File: config.mk
export PLATFORM = sky130hd
export DESIGN_NAME = poly_voice_allocator
export DESIGN_NICKNAME = d
export VERILOG_FILES = /design/src/rtl/pva_pkg.sv /design/src/rtl/poly_voice_allocator.sv /design/src/rtl/pva_ram.sv /design/src/rtl/pva_seq.sv
export SDC_FILE = /design/constraint.sdc
export NUM_CORES = 1
export LEC_CHECK = 0
export ABC_AREA = 1
export BUFFER_PORTS_ARGS = -buffer_cell sky130_fd_sc_hd__buf_2
export CAP_MARGIN = 20
export CORE_MARGIN = 1.5
export CORE_UTILIZATION = 40
export CTS_BUF_LIST = sky130_fd_sc_hd__clkbuf_2 sky130_fd_sc_hd__clkbuf_4 sky130_fd_sc_hd__clkbuf_8
export DETAILED_ROUTE_END_ITERATION = 7
export MAX_ROUTING_LAYER = met4
export SYNTH_ARGS = -nofsm -noshare
export SYNTH_HDL_FRONTEND = slang
export SYNTH_HIERARCHICAL = 1
export SYNTH_SLANG_ARGS = --single-unit
File: constraint.sdc
create_clock -name aclk -period 10.69 [get_ports aclk]
set_clock_uncertainty 0.05 [all_clocks]
set_input_delay 1.069 -clock aclk [delete_from_list [all_inputs] [get_ports aclk]]
set_output_delay 1.069 -clock aclk [all_outputs]
set_load 0.02 [all_outputs]
File: src/rtl/pva_pkg.sv
// Shared types, codes and the key code function for the polyphonic voice allocator.
// Depends on nothing; the allocator, the sequencer and the testbench import it.
`default_nettype none

package pva_pkg;

    // Request codes carried in req_type.
    typedef enum logic [1:0] {
        REQ_NOTE_ON  = 2'd0,
        REQ_NOTE_OFF = 2'd1,
        REQ_CONTROL  = 2'd2,
        REQ_UNUSED   = 2'd3
    } pva_req_t;

    // Result action codes.
    typedef enum logic [1:0] {
        ACT_KEY_OFF = 2'd0,
        ACT_RETRIG  = 2'd1,
        ACT_STEAL   = 2'd2,
        ACT_KEY_ON  = 2'd3
    } pva_action_t;

    // Sustain pedal controller number.
    localparam logic [6:0] CTL_SUSTAIN = 7'd64;

    // Semitone position within an octave, as the chip nibble.
    localparam logic [3:0] SEMITONE_NIBBLE [0:11] = '{
        4'd0, 4'd1, 4'd2, 4'd4, 4'd5, 4'd6, 4'd8, 4'd9, 4'd10, 4'd12, 4'd13, 4'd14
    };

    typedef struct packed {
        logic [1:0] req_type;
        logic [6:0] note_or_control;
        logic [6:0] velocity_or_value;
    } pva_in_t;

    typedef struct packed {
        pva_action_t action;
        logic [2:0]  voice_index;
        logic [6:0]  key_code;
        logic        last;
    } pva_out_t;

    // Result word handed from the sequencer to the output register.
    typedef struct packed {
        logic     valid;
        pva_out_t word;
    } pva_push_t;

    // Key code of a note shifted by a signed semitone offset. The division by 12
    // is a multiply by 43 and a shift, exact for every value below 128.
    function automatic logic [6:0] pva_key_code(input logic [6:0] note,
                                                input logic [6:0] shift);
        logic signed [8:0] t;
        logic [6:0]        n;
        logic [12:0]       prod;
        logic [3:0]        q;
        logic [6:0]        q12;
        logic [3:0]        r;
        logic [2:0]        oct;
        begin
            t = $signed({2'b00, note}) + $signed({{2{shift[6]}}, shift});
            if (t <= 9'sd1) begin
                n = 7'd0;
            end else if (t >= 9'sd127) begin
                n = 7'd126;
            end else begin
                n = 7'(t[6:0] - 7'd1);
            end
            prod = 13'(n) * 13'd43;
            q    = prod[12:9];
            q12  = 7'({q, 3'b000} + {1'b0, q, 2'b00});
            r    = 4'(n - q12);
            if (q == 4'd0) begin
                oct = 3'd0;
            end else if (q >= 4'd9) begin
                oct = 3'd7;
            end else begin
                oct = 3'(q - 4'd1);
            end
            return {oct, SEMITONE_NIBBLE[r]};
        end
    endfunction

endpackage

`default_nettype wire

File: src/rtl/poly_voice_allocator.sv
// An accepted note on or note off is read out of the voice table one voice at a time
// (read, then evaluate and write back); a retrigger ends a note on's scan early, and a
// result the output cannot take yet stalls it. A note on then writes its key-on entry;
// every item ends by handing on its pending final result, if any. Lifting the sustain
// pedal also scans; no new word is taken until the current one is done.
// Reset (aresetn, synchronous, active low) clears all voices at once via valid bits.
`default_nettype none

module poly_voice_allocator #(
    parameter int VOICES   = 8,
    parameter int AGE_BITS = 32
) (
    input  wire logic              aclk,
    input  wire logic              aresetn,
    input  wire logic              s_valid,
    output logic                   s_ready,
    input  wire pva_pkg::pva_in_t  s_word,
    output logic                   m_valid,
    input  wire logic              m_ready,
    output pva_pkg::pva_out_t      m_word,
    input  wire logic              cfg_wr_en,
    input  wire logic [6:0]        cfg_wr_data
);
    import pva_pkg::*;

    // Transpose register, a signed semitone offset applied when the key code is formed.
    logic [6:0] transpose_reg, transpose_next;

    // Output register. The sequencer keeps one result pending internally, so it can
    // keep scanning while this register still waits for the consumer.
    logic       m_valid_reg, m_valid_next;
    pva_out_t   m_word_reg, m_word_next;

    logic       out_free;
    pva_push_t  push;

    assign out_free = !m_valid_reg || m_ready;
    assign m_valid  = m_valid_reg;
    assign m_word   = m_word_reg;

    pva_seq #(
        .VOICES   (VOICES),
        .AGE_BITS (AGE_BITS)
    ) u_seq (
        .aclk      (aclk),
        .aresetn   (aresetn),
        .s_valid   (s_valid),
        .s_ready   (s_ready),
        .s_word    (s_word),
        .transpose (transpose_reg),
        .out_free  (out_free),
        .push      (push)
    );

    always_comb begin
        transpose_next = cfg_wr_en ? cfg_wr_data : transpose_reg;
        m_valid_next   = m_valid_reg;
        m_word_next    = m_word_reg;
        if (push.valid) begin
            m_valid_next = 1'b1;
            m_word_next  = push.word;
        end else if (m_ready) begin
            m_valid_next = 1'b0;
        end
    end

    always_ff @(posedge aclk) begin
        if (!aresetn) begin
            transpose_reg <= 7'd0;
            m_valid_reg   <= 1'b0;
        end else begin
            transpose_reg <= transpose_next;
            m_valid_reg   <= m_valid_next;
        end
    end

    always_ff @(posedge aclk) begin
        m_word_reg <= m_word_next;
    end

endmodule

`default_nettype wire

File: src/rtl/pva_ram.sv
// Generic single-port-write, single-port-read RAM with a registered read.
// Stand-alone; used for the voice table of the allocator.
`default_nettype none

module pva_ram #(
    parameter int WIDTH = 8,
    parameter int DEPTH = 8
) (
    input  wire logic                     aclk,
    input  wire logic                     wr_en,
    input  wire logic [$clog2(DEPTH)-1:0] wr_addr,
    input  wire logic [WIDTH-1:0]         wr_data,
    input  wire logic                     rd_en,
    input  wire logic [$clog2(DEPTH)-1:0] rd_addr,
    output logic      [WIDTH-1:0]         rd_data
);

    logic [WIDTH-1:0] mem [DEPTH];

    always_ff @(posedge aclk) begin
        if (wr_en) begin
            mem[wr_addr] <= wr_data;
        end
        if (rd_en) begin
            rd_data <= mem[rd_addr];
        end
    end

endmodule

`default_nettype wire

File: src/rtl/pva_seq.sv
// Voice table sequencer: scans the voice RAM, updates entries and produces result words.
// Depends on pva_pkg and pva_ram.
`default_nettype none

module pva_seq #(
    parameter int VOICES   = 8,
    parameter int AGE_BITS = 32
) (
    input  wire logic               aclk,
    input  wire logic               aresetn,
    input  wire logic               s_valid,
    output logic                    s_ready,
    input  wire pva_pkg::pva_in_t   s_word,
    input  wire logic [6:0]         transpose,
    input  wire logic               out_free,
    output pva_pkg::pva_push_t      push
);
    import pva_pkg::*;

    localparam int VW     = $clog2(VOICES);
    localparam int EW     = AGE_BITS + 9;
    localparam int ACT_B  = EW - 1;
    localparam int HELD_B = EW - 2;
    localparam logic [VW-1:0] LAST_IDX = VW'(VOICES - 1);

    typedef enum logic [4:0] {
        S_IDLE   = 5'b00001,
        S_READ   = 5'b00010,
        S_EVAL   = 5'b00100,
        S_KEYON  = 5'b01000,
        S_FINISH = 5'b10000
    } state_t;

    typedef enum logic [1:0] {
        OP_OFF,
        OP_ON,
        OP_RELEASE
    } op_t;

    state_t                state_reg, state_next;
    op_t                   op_reg, op_next;
    logic [6:0]            note_reg, note_next;
    logic [VW-1:0]         idx_reg, idx_next;
    logic [VW-1:0]         voice_reg, voice_next;
    logic                  pedal_reg, pedal_next;
    logic [AGE_BITS-1:0]   age_reg, age_next;
    logic [VOICES-1:0]     valid_reg, valid_next;
    logic                  rd_vld_reg, rd_vld_next;
    logic                  free_found_reg, free_found_next;
    logic [VW-1:0]         free_idx_reg, free_idx_next;
    logic [AGE_BITS-1:0]   best_reg, best_next;
    logic [VW-1:0]         best_idx_reg, best_idx_next;
    logic                  pend_valid_reg, pend_valid_next;
    pva_out_t              pend_word_reg, pend_word_next;

    logic                  ram_wr_en;
    logic [VW-1:0]         ram_wr_addr;
    logic [EW-1:0]         ram_wr_data;
    logic                  ram_rd_en;
    logic [EW-1:0]         ram_rd_data;

    logic                  e_active;
    logic                  e_held;
    logic [6:0]            e_note;
    logic [AGE_BITS-1:0]   e_stamp;
    logic [AGE_BITS-1:0]   e_dist;
    logic                  e_hit;
    logic                  want;
    logic                  stall;
    logic                  done;
    pva_out_t              res;
    logic                  take;

    function automatic pva_out_t make_word(input pva_action_t a, input logic [VW-1:0] v,
                                           input logic [6:0] kc);
        logic [VW+2:0] ext;
        pva_out_t      w;
        begin
            ext           = {3'b000, v};
            w.action      = a;
            w.voice_index = ext[2:0];
            w.key_code    = kc;
            w.last        = 1'b0;
            return w;
        end
    endfunction

    pva_ram #(
        .WIDTH (EW),
        .DEPTH (VOICES)
    ) u_table (
        .aclk    (aclk),
        .wr_en   (ram_wr_en),
        .wr_addr (ram_wr_addr),
        .wr_data (ram_wr_data),
        .rd_en   (ram_rd_en),
        .rd_addr (idx_reg),
        .rd_data (ram_rd_data)
    );

    // An entry never written since reset reads as inactive, not held and with a zero stamp.
    assign e_active = rd_vld_reg & ram_rd_data[ACT_B];
    assign e_held   = rd_vld_reg & ram_rd_data[HELD_B];
    assign e_note   = ram_rd_data[AGE_BITS+6:AGE_BITS];
    assign e_stamp  = rd_vld_reg ? ram_rd_data[AGE_BITS-1:0] : '0;
    assign e_dist   = age_reg - e_stamp;
    assign e_hit    = e_active && (e_note == note_reg);

    assign s_ready   = (state_reg == S_IDLE);
    assign take      = s_valid && s_ready;
    assign ram_rd_en = (state_reg == S_READ);

    always_comb begin
        state_next      = state_reg;
        op_next         = op_reg;
        note_next       = note_reg;
        idx_next        = idx_reg;
        voice_next      = voice_reg;
        pedal_next      = pedal_reg;
        age_next        = age_reg;
        valid_next      = valid_reg;
        rd_vld_next     = rd_vld_reg;
        free_found_next = free_found_reg;
        free_idx_next   = free_idx_reg;
        best_next       = best_reg;
        best_idx_next   = best_idx_reg;
        pend_valid_next = pend_valid_reg;
        pend_word_next  = pend_word_reg;
        ram_wr_en       = 1'b0;
        ram_wr_addr     = idx_reg;
        ram_wr_data     = ram_rd_data;
        want            = 1'b0;
        stall           = 1'b0;
        done            = 1'b0;
        res             = make_word(ACT_KEY_OFF, idx_reg, 7'd0);
        push.valid      = 1'b0;
        push.word       = pend_word_reg;

        unique case (state_reg)
            S_IDLE: begin
                if (take) begin
                    note_next       = s_word.note_or_control;
                    idx_next        = '0;
                    free_found_next = 1'b0;
                    if (s_word.req_type == REQ_NOTE_ON && s_word.velocity_or_value != 7'd0) begin
                        op_next    = OP_ON;
                        state_next = S_READ;
                    end else if (s_word.req_type == REQ_NOTE_ON ||
                                 s_word.req_type == REQ_NOTE_OFF) begin
                        op_next    = OP_OFF;
                        state_next = S_READ;
                    end else if (s_word.req_type == REQ_CONTROL &&
                                 s_word.note_or_control == CTL_SUSTAIN) begin
                        pedal_next = s_word.velocity_or_value[6];
                        if (pedal_reg && !s_word.velocity_or_value[6]) begin
                            op_next    = OP_RELEASE;
                            state_next = S_READ;
                        end
                    end
                end
            end
            S_READ: begin
                rd_vld_next = valid_reg[idx_reg];
                state_next  = S_EVAL;
            end
            S_EVAL: begin
                done = (idx_reg == LAST_IDX);
                unique case (op_reg)
                    OP_OFF: begin
                        if (e_hit) begin
                            if (pedal_reg) begin
                                ram_wr_data[HELD_B] = 1'b1;
                            end else begin
                                ram_wr_data[ACT_B]  = 1'b0;
                                ram_wr_data[HELD_B] = 1'b0;
                                want                = 1'b1;
                            end
                        end
                    end
                    OP_RELEASE: begin
                        if (e_active && e_held) begin
                            ram_wr_data[ACT_B]  = 1'b0;
                            ram_wr_data[HELD_B] = 1'b0;
                            want                = 1'b1;
                        end
                    end
                    OP_ON: begin
                        if (!e_active && !free_found_reg) begin
                            free_found_next = 1'b1;
                            free_idx_next   = idx_reg;
                        end
                        if (idx_reg == '0 || e_dist > best_reg) begin
                            best_next     = e_dist;
                            best_idx_next = idx_reg;
                        end
                        if (e_hit) begin
                            done       = 1'b1;
                            want       = 1'b1;
                            res        = make_word(ACT_RETRIG, idx_reg, 7'd0);
                            voice_next = idx_reg;
                            age_next   = age_reg + AGE_BITS'(1);
                        end else if (done) begin
                            voice_next = free_found_next ? free_idx_next : best_idx_next;
                            if (!free_found_next) begin
                                want = 1'b1;
                                res  = make_word(ACT_STEAL, voice_next, 7'd0);
                            end
                        end
                    end
                    default: begin
                        done = 1'b1;
                    end
                endcase
                stall = want && pend_valid_reg && !out_free;
                if (stall) begin
                    state_next      = state_reg;
                    free_found_next = free_found_reg;
                    free_idx_next   = free_idx_reg;
                    best_next       = best_reg;
                    best_idx_next   = best_idx_reg;
                    voice_next      = voice_reg;
                    age_next        = age_reg;
                end else begin
                    ram_wr_en = (op_reg == OP_OFF) ? e_hit :
                                (op_reg == OP_RELEASE) ? want : 1'b0;
                    if (want) begin
                        push.valid      = pend_valid_reg;
                        pend_valid_next = 1'b1;
                        pend_word_next  = res;
                    end
                    if (done) begin
                        state_next = (op_reg == OP_ON) ? S_KEYON : S_FINISH;
                    end else begin
                        idx_next   = idx_reg + VW'(1);
                        state_next = S_READ;
                    end
                end
            end
            S_KEYON: begin
                if (!(pend_valid_reg && !out_free)) begin
                    push.valid            = pend_valid_reg;
                    pend_valid_next       = 1'b1;
                    pend_word_next        = make_word(ACT_KEY_ON, voice_reg,
                                                      pva_key_code(note_reg, transpose));
                    ram_wr_en             = 1'b1;
                    ram_wr_addr           = voice_reg;
                    ram_wr_data           = {1'b1, 1'b0, note_reg, age_reg};
                    valid_next[voice_reg] = 1'b1;
                    age_next              = age_reg + AGE_BITS'(1);
                    state_next            = S_FINISH;
                end
            end
            S_FINISH: begin
                if (!pend_valid_reg) begin
                    state_next = S_IDLE;
                end else if (out_free) begin
                    push.valid      = 1'b1;
                    push.word.last  = 1'b1;
                    pend_valid_next = 1'b0;
                    state_next      = S_IDLE;
                end
            end
            default: begin
                state_next = S_IDLE;
            end
        endcase
    end

    always_ff @(posedge aclk) begin
        if (!aresetn) begin
            state_reg      <= S_IDLE;
            pedal_reg      <= 1'b0;
            age_reg        <= '0;
            valid_reg      <= '0;
            pend_valid_reg <= 1'b0;
        end else begin
            state_reg      <= state_next;
            pedal_reg      <= pedal_next;
            age_reg        <= age_next;
            valid_reg      <= valid_next;
            pend_valid_reg <= pend_valid_next;
        end
    end

    always_ff @(posedge aclk) begin
        op_reg         <= op_next;
        note_reg       <= note_next;
        idx_reg        <= idx_next;
        voice_reg      <= voice_next;
        rd_vld_reg     <= rd_vld_next;
        free_found_reg <= free_found_next;
        free_idx_reg   <= free_idx_next;
        best_reg       <= best_next;
        best_idx_reg   <= best_idx_next;
        pend_word_reg  <= pend_word_next;
    end

    // A word is only handed over when the output register can take it.
    a_push_needs_room: assert property (@(posedge aclk) disable iff (!aresetn)
        push.valid |-> out_free)
        else $error("result word pushed into a full output register");

    // The sequencer never reads and writes the table in the same cycle.
    a_no_rw_overlap: assert property (@(posedge aclk) disable iff (!aresetn)
        !(ram_wr_en && ram_rd_en))
        else $error("voice table read and written in the same cycle");

    // The final word of an item returns the sequencer to idle.
    a_last_ends_item: assert property (@(posedge aclk) disable iff (!aresetn)
        (push.valid && push.word.last) |=> (state_reg == S_IDLE))
        else $error("sequencer busy after the final word of an item");

    // The age counter moves only on a retrigger or a key on.
    a_age_steady: assert property (@(posedge aclk) disable iff (!aresetn)
        (state_reg != S_KEYON && state_reg != S_EVAL) |=> $stable(age_reg))
        else $error("age counter changed outside of a note on");

endmodule

`default_nettype wire

; Word level (Yosys, flattened, before mapping)
; Memories as Yosys holds them, arrays and structs flattened. A register that Yosys moved wholly into a read port is not among the register bits.
; Index checks and enable logic that the tools add are counted.
[totals]
ff_bits = 136
mem_bits_rw = 328
mem_bits_ro = 64
input_bits = 28
out_inout_bits = 15
word_cells = 222
memories = 2
[memory_table]
columns = memory, words, width, read_ports, rd_clocked_by_memory_dff, write_ports, line_no
row1 = u_seq.u_table.mem, 8, 41, 1, 1, 1, pva_ram.sv:18  ; logic [WIDTH-1:0] mem [DEPTH];
row2 = (no name shown), 16, 4, 1, 0, 0, pva_pkg.sv:81  ; return {oct, SEMITONE_NIBBLE[r]};
[op_classes]
addsub = 8
multipliers = 1
n_lt_le_gt_ge = 8
n_eq_ne = 22
n_mux = 102
n_bitwise = 8
n_reduce_logical = 46
[ops]
columns = operator, n
row1 = two-way mux 32 bit, 5
row2 = two-way mux 13 bit, 7
row3 = one-hot mux 32 bit (2 select lines), 1
row4 = two-way mux 5 bit, 11
row5 = two-way mux 1 bit, 41
row6 = two-way mux 41 bit, 1
row7 = two-way mux 39 bit, 1
row8 = two-way mux 3 bit, 12
row9 = "adder 32 x 1 -> 32 bit, second input constant", 1
row10 = greater-than comparator 32 bit, 1
row11 = subtractor 32 bit, 1
row12 = two-way mux 7 bit, 4
row13 = AND reduction 4 bit, 7
row14 = one-hot mux 13 bit (2 select lines), 1
row15 = one-hot mux 5 bit (5 select lines), 1
row16 = "multiplier 7 x 6 -> 13 bit, second input constant", 1
row17 = logical AND 1 bit, 11
row18 = "inequality test 2 bit, second input constant", 5
row19 = AND reduction 5 bit, 2
row20 = adder 8 x 7 -> 9 bit, 1
row21 = "greater-or-equal comparator 9 x 8 -> 1 bit, second input constant", 1
row22 = "<= comparator 9 x 2 -> 1 bit, second input constant", 1
row23 = one-hot mux 1 bit (3 select lines), 3
row24 = nonzero test 3 bit, 3
row25 = 44 further kinds, 72

; Logic depth before layout (Yosys ltp)
; Gate-level depths: netlist of run 1.
[logic_depth]
word_depth = 17
mapped_depth = 37
mapped_depth_nobuf = 37

; Hierarchy
; Netlist of run 1, hierarchy kept.
[by_module_without_submodules]
columns = module, n_inst, cells_per_inst, area_each_um2
row1 = pva_ram, 1, 1476, 15592.5
row2 = pva_seq, 1, 1464, 10159.7
row3 = poly_voice_allocator, 1, 48, 661.9

; Least setup slack after synthesis of run 1
; OpenSTA, ideal clock, no wires.
[synth_timing]
kind = register to register
startpoint = register u_seq.note_reg[0]
endpoint = register u_seq.pend_word_reg, in the netlist u_seq/push[4] (data pin)
setup_ns = 0.255
arrival_ns = 5.616
t_required_ns = 10.385
slack_ns = 4.769
stages_incl_launch_ff = 34
path_buffers = 0
synth_period_minus_slack_ns = 5.921
path_cell_list = edfxtp_1 -> ha_1 -> fa_1 -> nand2_1 -> nand2_1 -> nand3_1 -> nand2_1 -> nand2_1 -> nand2_1 -> nand2_1 -> nor2_1 -> a21oi_1 -> inv_1 -> nor3_1 -> ha_1 -> inv_1 -> fa_1 -> fa_1 -> inv_1 -> ha_1 -> a21oi_1 -> o21a_1 -> o21ai_0 -> nand2_1 -> nand2_1 -> or2_2 -> nand2_1 -> ha_1 -> xor2_1 -> inv_1 -> nand2_1 -> nand2_1 -> o21ai_0 -> inv_1
[synth_via]
elab_chain_cells = 15
word_cells_on_any_way = 23
[synth_lines]
columns = element, line_no
row1 = from (decl), pva_seq.sv:42  ; logic [6:0] note_reg, note_next;
row2 = from (signal assigned), pva_seq.sv:287  ; note_reg <= note_next;
row3 = adder 8 x 7 -> 9 bit, pva_pkg.sv:62  ; t = $signed({2'b00, note}) + $signed({{2{shift[6]}}, shift});
row4 = greater-or-equal comparator 9 x 8 -> 1 bit or subtractor 7 x 1 -> 7 bit (tied branches), "pva_pkg.sv:65, pva_pkg.sv:68"
row5 = two-way mux 7 bit, pva_pkg.sv:65  ; end else if (t >= 9'sd127) begin
row6 = two-way mux 7 bit, pva_pkg.sv:63  ; if (t <= 9'sd1) begin
row7 = two-way mux 7 bit, pva_seq.sv:240  ; if (!(pend_valid_reg && !out_free)) begin
row8 = two-way mux 7 bit, pva_seq.sv:139  ; unique case (state_reg)
row9 = multiplier 7 x 6 -> 13 bit, pva_pkg.sv:70  ; prod = 13'(n) * 13'd43;
row10 = adder 4 bit, pva_pkg.sv:72  ; q12 = 7'({q, 3'b000} + {1'b0, q, 2'b00});
row11 = subtractor 4 bit, pva_pkg.sv:73  ; r = 4'(n - q12);
row12 = inverter 4 -> 5 bit (implied by the code), pva_pkg.sv:81
row13 = memory read (16 x 4 bit), -
row14 = two-way mux 4 bit (implied by the code) (2 in series), pva_pkg.sv:81
row15 = two-way mux 13 bit, pva_seq.sv:240
row16 = one-hot mux 13 bit (2 select lines) (*), pva_seq.sv:139
row17 = to (signal assigned), pva_seq.sv:295  ; pend_word_reg <= pend_word_next;
row18 = to (decl), pva_seq.sv:54  ; pva_out_t pend_word_reg, pend_word_next;
; Mark *: on every way between the ends. The rest lies on a longest branch, timed or not. The select of a mux whose other input is x is not followed.
; A chain may end at the register's enable or synchronous reset.

; Worst setup path in the final report of run 1
; Same ends and word-level chain as after synthesis.

==> results of run 1 <==
worst register-to-register path: cells and delay by family, from the launching register on:
family / cells / cell delay (ns)
AOI/OAI and AO/OA: 5 / 1.24
xor gates and xnor gates: 1 / 0.26
adders and majority gates: 7 / 2.62
buffers and inverters: 5 / 0.40
DFF: 1 / 0.45
and+or+nand+nor: 15 / 1.42
kinds of logic (layout without fill, tap and decap cells):
group | Yosys count | in the layout | share of synthesized area
AOI/OAI and AO/OA | 237 | 237 | 0.0487
xor gates and xnor gates | 58 | 58 | 0.0192
adders and majority gates | 123 | 123 | 0.0605
buffers and inverters | 643 | 769 | 0.0984
DFF | 504 | 504 | 0.552
other | 0 | 3 | 0
and+or+nand+nor | 1423 | 1423 | 0.221
synth_stat cells, types with 2 or more instances:
| cell | count |
|---|---|
| a21boi_0 | 2 |
| a21o_1 | 6 |
| a21oi_1 | 110 |
| a221oi_1 | 4 |
| a31oi_1 | 11 |
| and2_1 | 2 |
| and3_1 | 2 |
| buf_1 | 4 |
| buf_2 | 27 |
| buf_4 | 9 |
| buf_6 | 15 |
| clkbuf_1 | 32 |
| dfxtp_1 | 55 |
| edfxtp_1 | 449 |
| fa_1 | 8 |
| ha_1 | 115 |
| inv_1 | 548 |
| inv_2 | 6 |
| nand2_1 | 970 |
| nand2_4 | 2 |
| nand3_1 | 231 |
| nand3b_1 | 5 |
| nand4_1 | 11 |
| nor2_1 | 140 |
| nor3_1 | 38 |
| nor3b_1 | 2 |
| nor4_1 | 11 |
| o211ai_1 | 3 |
| o21a_1 | 2 |
| o21ai_0 | 76 |
| o21ai_1 | 8 |
| o21bai_1 | 7 |
| o22ai_1 | 3 |
| or2_2 | 4 |
| xnor2_1 | 10 |
| xor2_1 | 48 |
layer usage:
metal / wire length (µm) / share of wire
met5: 0 / 0
met4: 1630 / 0.026
met3: 3150 / 0.050
met2: 29200 / 0.46
met1: 29000 / 0.46
power breakdown:
group	internal [mW]	switching [mW]
sequential	2.27	0.0443
clock	1.05	0.795
combinational	0.865	1.75
total	4.18	2.59
worst min-delay path by stage:
stage / startpoint / to / cells past startpoint
global placement: u_seq/push[6] / m_word[6] / 0
global route: u_seq/push[5] / m_word[5] / 0
detailed placement: u_seq/push[6] / m_word[6] / 0
finish: u_seq/push[1] / m_word[1] / 0
CTS: u_seq/push[1] / m_word[1] / 0
floorplan: u_seq/push[10] / m_word[10] / 0
cell usage in the layout, fill, tap and decap left out, drive strengths merged, types with 48 or more instances in the layout:
cell type  count
nand2        972
inv          555
edfxtp       449
nand3        231
nor2         142
ha           115
clkbuf       115
a21oi        110
o21ai         84
buf           63
dfxtp         55
xor2          48
area by class of cell:
cell class	count	area share
Timing Repair Buffer	63	0.0141
Tap cell	864	0.0369
Inverter	556	0.0715
Clock buffer	115	0.0478
Sequential cell	504	0.498
Antenna cell	3	0.000256
Multi-Input combinational cell	1841	0.317
Clock inverter	35	0.0143
stage by stage:
step / hold slack [ns] / power, mW / utilization
2_1_floorplan: 0.350 / 4.39 / -
3_3_place_gp: 0.358 / 4.94 / 0.419
3_5_place_dp: 0.356 / 4.96 / 0.419
4_1_cts: 0.373 / 6.83 / 0.447
5_1_grt: 0.380 / 7.30 / 0.447
6_report: 0.369 / 6.77 / 0.447
==> metrics, run 1 <==
run status completed; Unique masters post-synth 48; WP buf/inv 5; sequential cell area 0.0146 mm²; setup_tns 0 ns; root cell of the clock tree clkbuf_8; total grt overflow 0; share of layout cells above drive strength 1 0.0735; R2R Setup Slk 4.01 ns; vias per inst 4.80; Slew @ Worst Pin 1.12 ns; Antenna Nets Post-Route 0; wire length per cell 15.8 µm; Top reg by flops u_seq/u_table/mem; largest net degree at the start of global routing 176; EDFF count, synth 449; critical path arrival 7.06 ns; Horiz. Die Dim 260 µm; critical path endpoint u_seq/push[4]; Worst Hold Class flip-flop to flip-flop; final setup margin 4.01 ns; number of synthesis warnings 6; syn avg cell area 8.84 µm²; Crit Reg-Reg Endpoint u_seq/push[4]; Placed Area 0.0274 mm²; gr busiest metal met2; Final nets 3202; Setup Fix Bufs, Post-CTS 0; Area Overhead vs Synth 10.9%; DRT iter0 DRCs 1270; IO Port Bufs 42; design area 0.0293 mm²; Crit path depth 33; Crit. End Element flip-flop; GRT Overall Usage 0.194; #FFs+latches synth 504; pre-CTS setup slack 4.07 ns; Post-DP HPWL 38800 µm; M2 GR Usage 0.308; fraction of registers with async set/reset 0; Cell Area, Synth 0.0264 mm²; RSZ-0062 raised after global routing no; num ports 43; die area 0.0676 mm²; minimum clock period 6.68 ns; Yosys top cell area share 0.510; pwr dens 231 mW/mm²; CTS buffer count 85; Post-CTS Resized 0; num rows 94; crit-path max FO 5; clk slew on worst S/H paths 0.07 ns; Worst path most repeated cell nand2_1; reg-to-reg startpoint u_seq/note_reg[0]; met3 Track Usage GR 0.0273; Final Cycle Share 0.625; htree depth 3; Worst Setup SP u_seq/note_reg[0]; first-pass GRT wire length 99100 µm; slew margin rel. 0.256; post-synthesis sequential area ratio 0.552; top post-synthesis cells by area edfxtp_1, nand2_1, inv_1, ha_1, nand3_1; footprint of the multi-input gates 0.00930 mm²; Largest delay share family, worst path adder cells; Final Max Slew Viols 0; leakage power 13.3 nW; ys flop type edfxtp_1; Synth area leader edfxtp_1; drt first pass iters 5; clock sinks 504; Mapped Cells 2988; cts hold-fix bufs 0; fillcell total 6244; vias 19100; CP startpoint kind flip-flop; final setup fails 0; final non-filler cell total 3981; Max Root-Sink Buffers 3; Achievable Freq 0.150 GHz; required time of the worst setup path 11.07 ns; CTS tree yes; critical path's largest stage delay 0.52 ns; Total Wirelength 63000 µm; Residual DRC 0; placed insts 3827; final hold vios 0; Syn Nets 3139; insertion delay to the later sink of the worst-skew pair 0.70 ns; max-cap check violation count 0; die span in y 260 µm; cell depth of the worst flop-to-flop path 33; crit path kind flip-flop to flip-flop; grt met1 use 0.254; Starting Density 0.403; CP max-delay cell fa_1; core footprint 0.0655 mm²; Peak VDD IR 0.342 mV; max FFs per register 328; biggest regs u_seq/u_table/mem (328), u_seq/u_table/rd_data (41); GPL Wtd Cong 0.907; via count of the first global-routing pass 18000; antenna violations before repair 1
Note: power is estimated with default switching activity, not from simulation.
==> inputs of run 2 (changes only) <==
--- a/config.mk
+++ b/config.mk
@@ -5,7 +5,7 @@
 export SDC_FILE = /design/constraint.sdc
 export NUM_CORES = 1
 export LEC_CHECK = 0
-export ABC_AREA = 1
+export ABC_AREA = 0
 export BUFFER_PORTS_ARGS = -buffer_cell sky130_fd_sc_hd__buf_2
 export CAP_MARGIN = 20
 export CORE_MARGIN = 1.5
==> constraint.sdc (replaced) <==
create_clock -name aclk -period 5.8 [get_ports aclk]
set_clock_uncertainty 0.05 [all_clocks]
set_input_delay 0.58 -clock aclk [delete_from_list [all_inputs] [get_ports aclk]]
set_output_delay 0.58 -clock aclk [all_outputs]
set_load 0.02 [all_outputs]
==> run 2 against run 1 <==
Against the previous run: largest cell class unchanged; worst hold slack worse by 0.28 ns; flip-flop and latch count is the same; the run now ends with setup timing left; area after synthesis down 8.6%; power increased by 82%; via count is 25% lower.
==> metrics, run 2 <==
cts hold-fix bufs 0; RSZ-0062 raised after global routing yes; CTS buffer count 83; Top reg by flops u_seq/u_table/mem; final core utilization 0.468; commonest non-fill, non-tap cell in the layout edfxtp_1; antenna violations before repair 1; first-pass GRT wire length 81100 µm; Yosys top cell area share 0.559; Residual DRC 0; Worst Hold Class primary input to flip-flop; critical path arrival 6.69 ns; max-cap check violation count 0; #FFs+latches synth 504; htree depth 3; vias 14300; Final Max Slew Viols 0; num ports 43; Antenna Nets Post-Route 0; top post-synthesis cells by area edfxtp_1, mux4_1, ha_1, dfxtp_1, nand2_1; DRT iter0 DRCs 897; max FFs per register 328; reg-to-reg startpoint u_seq/note_reg[0]; Synth area leader edfxtp_1; drt first pass iters 5; biggest regs u_seq/u_table/mem (328), u_seq/u_table/rd_data (41); wire length per cell 19.2 µm; Achievable Freq 0.161 GHz; Cell Area, Synth 0.0241 mm²; final hold vios 0; fraction of registers with async set/reset 0; fillcell total 5174; R2R Setup Slk -0.42 ns; root cell of the clock tree clkbuf_8; Slew @ Worst Pin 1.01 ns; IO Port Bufs 42; num rows 89; clock sinks 504; Crit. End Element flip-flop; CP startpoint kind flip-flop; total grt overflow 0; core footprint 0.0594 mm²; Final nets 2003; Syn Nets 1843; Final Cycle Share 1.07; syn avg cell area 14.3 µm²; via count of the first global-routing pass 14300; Total Wirelength 51600 µm; Hold Path Sink u_seq/note_reg[6]; most frequent cells in the layout edfxtp_1, nand2_1, ha_1; number of synthesis warnings 6; insertion delay to the later sink of the worst-skew pair 0.67 ns; final hold slack 0.0874 ns; die area 0.0618 mm²; final non-filler cell total 2690; cell depth of the worst flop-to-flop path 25; Max Root-Sink Buffers 3; clk slew on worst S/H paths 0.06 ns; vias per inst 5.32; Crit Reg-Reg Endpoint u_seq/push[2]; crit path kind flip-flop to flip-flop; Horiz. Die Dim 249 µm; die span in y 249 µm; post-synthesis sequential area ratio 0.604; Peak VDD IR 0.979 mV; ys flop type edfxtp_1; run status finished with violations; required time of the worst setup path 6.26 ns; Unique masters post-synth 72; EDFF count, synth 449; number of cells on the worst hold path 1; minimum clock period 6.22 ns; ranking of synthesized cells by instance count edfxtp_1, nand2_1, ha_1; crit-path max FO 4; HP Start s_word[13]; Mapped Cells 1692; Post-DP HPWL 31500 µm; slew margin rel. 0.329; total design power 12.3 mW; final setup margin -0.422 ns; placed insts 2528; GPL Wtd Cong 0.824; leakage power 10.4 nW; failing checks setup timing; final setup fails 7; Starting Density 0.407; share of layout cells above drive strength 1 0.207; Area Overhead vs Synth 15.1%; GRT Overall Usage 0.173; pwr dens 444 mW/mm²; CTS tree yes; count leader, synth edfxtp_1; largest net degree at the start of global routing 57
run 2: cell types whose count changed in the layout (fill, tap and decap cells not counted), sizes merged, moves of 19 or more:
cell / before / now
mux4: 0 / 84
nor3: 39 / 19
inv: 555 / 87
nand3: 231 / 22
and2: 2 / 31
nand2: 972 / 200
o21a: 2 / 21
xnor2: 10 / 43
nor2: 142 / 67
o21ai: 84 / 48
buf: 63 / 130
a21oi: 110 / 71
mux2: 0 / 49
nor2b: 1 / 33
run 2: cell type report:
cell class	instances	area, µm²	area share
well taps	773	967	0.0348
multi-input cells	1047	9340	0.336
repair buffers	130	920	0.0331
clock inverters	29	173	0.00622
flip-flops and latches	504	14600	0.525
clock buffers	120	1460	0.0525
inverters	86	323	0.0116
diodes	1	2.50	0.0000901
run 2: critical path, stage by stage (launching register included):
cell,delay [ns]
edfxtp_1,0.40
ha_2,0.22
fa_2,0.55
ha_2,0.18
a21oi_2,0.04
or4_4,0.55
nor3b_4,0.23
nor2_1,0.06
o22a_2,0.31
a21oi_4,0.24
ha_4,0.24
ha_4,0.26
inv_2,0.03
fa_1,0.53
inv_1,0.04
ha_1,0.28
a41o_1,0.19
a21o_1,0.17
a21oi_2,0.19
o21ai_2,0.07
xnor2_1,0.27
inv_2,0.12
ha_4,0.28
xnor2_4,0.21
xor2_2,0.20
mux2i_1,0.20
run 2: per-layer routing:
metal / up-vias / global-route usage / wire [µm]
met5: - / - / 0
met4: 0 / 0.0570 / 993
met3: 68 / 0.0274 / 2270
met2: 306 / 0.266 / 24000
met1: 7143 / 0.234 / 24400
li1: 6784 / - / -
run 2: logic make-up after synthesis:
kind of cell / synth area share
AO/OA/AOI/OAI: 0.0666
XOR/XNOR: 0.0272
adder cells (fa/ha/maj): 0.0663
buffers and inverters: 0.0251
flip-flops: 0.604
multiplexers: 0.119
AND/OR/NAND/NOR: 0.0917
run 2: power breakdown:
part           leakage, nW  total, mW  internal, mW  switching (mW)
logic                 5.07       5.19          2.73            2.46
clock network        0.866       3.05          1.66            1.39
registers             4.50       4.08          4.03          0.0446
run 2: timing repair:
item                                    4_1_cts  5_1_grt
buffers inserted                              7        4
resized for setup                            20       31
endpoints found under the setup margin       39       46
pin swaps                                    21       19
run 2: through the flow:
stage | TNS (ns) | cell area (µm²) | setup slack, ns
6_report | -2.51 | 27800 | -0.422
3_5_place_dp | -4.83 | 25800 | -0.661
2_1_floorplan | -1.07 | 24200 | -0.305
5_1_grt | -4.54 | 27800 | -0.749
4_1_cts | -2.53 | 27600 | -0.472
3_3_place_gp | -2.70 | 25800 | -0.522
run 2: worst max-delay path by stage:
stage,slack [ns],to,start,cells past startpoint
final,-0.42,u_seq/push[2],u_seq/note_reg[0],25
after global routing,-0.75,u_seq/push[2],u_seq/note_reg[0],27
after CTS,-0.47,u_seq/push[1],u_seq/note_reg[0],26
after detailed placement,-0.66,u_seq/push[1],u_seq/note_reg[0],25
after global placement,-0.52,u_seq/push[1],u_seq/note_reg[0],25
after floorplan,-0.31,u_seq/push[1],u_seq/note_reg[0],23
==> inputs of run 3 (changes only) <==
--- a/config.mk
+++ b/config.mk
@@ -8,10 +8,12 @@
 export ABC_AREA = 0
 export BUFFER_PORTS_ARGS = -buffer_cell sky130_fd_sc_hd__buf_2
 export CAP_MARGIN = 20
+export CORE_ASPECT_RATIO = 0.7
 export CORE_MARGIN = 1.5
 export CORE_UTILIZATION = 40
 export CTS_BUF_LIST = sky130_fd_sc_hd__clkbuf_2 sky130_fd_sc_hd__clkbuf_4 sky130_fd_sc_hd__clkbuf_8
 export DETAILED_ROUTE_END_ITERATION = 7
+export HOLD_SLACK_MARGIN = 0.12
 export MAX_ROUTING_LAYER = met4
 export SYNTH_ARGS = -nofsm -noshare
 export SYNTH_HDL_FRONTEND = slang
==> run 3 against run 2 <==
Against the previous run: the run ends with DRC, setup timing left; critical endpoint is now u_seq/push[3]; first-iteration DRC count up 39%; combinational power down 2%; final cell count up 2.0%; via count up 1.7%; clock-buffer cell count down 8; power up 0.72%; highest routed layer unchanged.
==> metrics, run 3 (same netlist as run 2, synthesis figures left out) <==
run status finished with violations; failing checks DRC, setup timing; GRT Overall Usage 0.188; clk slew on worst S/H paths 0.06 ns; final setup fails 7; Total Wirelength 55700 µm; Final Max Slew Viols 0; htree depth 3; Max Root-Sink Buffers 3; Area Overhead vs Synth 17.0%; pwr dens 440 mW/mm²; Final Cycle Share 1.07; Achievable Freq 0.161 GHz; Horiz. Die Dim 297 µm; CTS buffer count 80; minimum clock period 6.20 ns; drt first pass iters 7; Top reg by flops u_seq/u_table/mem; final setup margin -0.401 ns; final non-filler cell total 2743; most frequent cells in the layout edfxtp_1, nand2_1, ha_1; Comb pwr share 0.409; root cell of the clock tree clkbuf_8; first-pass GRT wire length 85400 µm; wire length per cell 20.3 µm; biggest regs u_seq/u_table/mem (328), u_seq/u_table/rd_data (41); commonest non-fill, non-tap cell in the layout edfxtp_1; critical path arrival 6.65 ns; RSZ-0062 raised after global routing yes; core footprint 0.0598 mm²; vias 14500; required time of the worst setup path 6.24 ns; Antenna Nets Post-Route 0; GPL Wtd Cong 0.819; reg-to-reg startpoint u_seq/note_reg[0]; die span in y 208 µm; max-cap check violation count 0; CP startpoint kind flip-flop; sequential share of power 0.328; leakage power 10.6 nW; Starting Density 0.404; Clock Power Share 0.263; Internal Dissipation 8.47 mW; Worst Hold Class primary input to flip-flop; via count of the first global-routing pass 14300; DRT iter0 DRCs 1244; Worst Setup SP u_seq/note_reg[0]; total grt overflow 0; max FFs per register 328; total design power 12.4 mW; die area 0.0618 mm²; slew margin rel. 0.265; final hold vios 0; clock sinks 504; Residual DRC 1; IO Port Bufs 42; num ports 43; Final nets 2021; Post-DP HPWL 33900 µm; crit-path max FO 4; Slew @ Worst Pin 1.10 ns; insertion delay to the later sink of the worst-skew pair 0.68 ns; largest net degree at the start of global routing 63; switching power 3.94 mW; Sw Share 0.317; antenna violations before repair 0; num rows 75; Peak VDD IR 1.27 mV; crit path kind flip-flop to flip-flop; HP Start cfg_wr_data[2]; ant diodes 0; Crit. End Element flip-flop; CTS tree yes; placed insts 2574; vias per inst 5.30; share of layout cells above drive strength 1 0.211
[run 3: cell count changes in the layout (fill, tap and decap cells not counted), moves of 4 or more]
| cell | delta |
|---|---|
| clkinv_1 | -5 |
| dlygate4sd3_1 | +13 |
| buf_12 | +9 |
| o21ai_1 | +5 |
| clkbuf_4 | -5 |
| bufinv_16 | +4 |
[run 3: worst max-delay path: stages (launching register included)]
cell and delay (ns):
edfxtp_1 0.43, ha_4 0.19, fa_2 0.38, a21o_1 0.20
a21oi_2 0.17, xor2_2 0.11, or4_4 0.44, nor3b_4 0.23
nor2_1 0.08, o22a_2 0.29, a21oi_4 0.19, buf_4 0.14
ha_1 0.23, ha_1 0.29, inv_1 0.05, fa_1 0.52
inv_1 0.04, ha_1 0.28, a21o_1 0.20, a21oi_2 0.18
o21ai_2 0.09, nor2_2 0.16, xor2_2 0.21, ha_4 0.26
xnor2_4 0.20, xnor2_2 0.16, mux2i_1 0.25
[run 3: worst paths after layout]
check                           depth (start not counted)               end  slack (ns)
worst max-delay path                                   26     u_seq/push[3]       -0.40
worst min-delay path                                    3  transpose_reg[2]        0.16
worst max register to register                         26     u_seq/push[3]       -0.40
worst min register to register                          0         m_word[8]        0.37
[run 3: stage by stage]
step | setup TNS, ns | setup WS, ns | hold slack [ns] | utilization | cell area [µm²]
final | -2.03 | -0.401 | 0.165 | 0.472 | 28200
after global routing | -4.06 | -0.743 | 0.129 | 0.472 | 28200
after CTS | -2.40 | -0.444 | 0.122 | 0.469 | 28000
after detailed placement | -7.89 | -0.570 | 0.355 | 0.435 | 26000
after global placement | -10.75 | -0.501 | 0.354 | 0.435 | 26000
after floorplan | -1.07 | -0.305 | 0.350 | - | 24200
[run 3: cell type report]
type                    count  area [µm²]
multi-input cells        1047        9340
flip-flops and latches    504       14600
fillers                  5158       31600
well taps                 808        1010
clock buffers             112        1380
inverters                  86         323
clock inverters            35         358
repair buffers            151        1230
[run 3: power by group through the flow]
stage	Sequential, mW	Combinational [mW]	Clock (mW)
6_report	4.08	5.08	3.26
5_1_grt	4.08	5.61	3.49
4_1_cts	4.07	4.64	3.36
2_1_floorplan	4.14	2.99	0
3_3_place_gp	4.15	3.99	0
3_5_place_dp	4.15	4.09	0
[run 3: routing by layer]
layer | share of wire | track usage | vias up
li1 | - | - | 6829
met3 | 0.064 | 0.0401 | 84
met4 | 0.019 | 0.0456 | 0
met5 | 0 | - | -
met1 | 0.49 | 0.280 | 7235
met2 | 0.43 | 0.261 | 400
[run 3: timing repair]
item                                   CTS  global route
pin swaps                               24            14
cloned                                   0             1
hold buffers                            13             0
buffers inserted                         5             4
endpoints found under the hold margin   13             0
setup endpoints to repair               44            48
resized for setup                       23            33
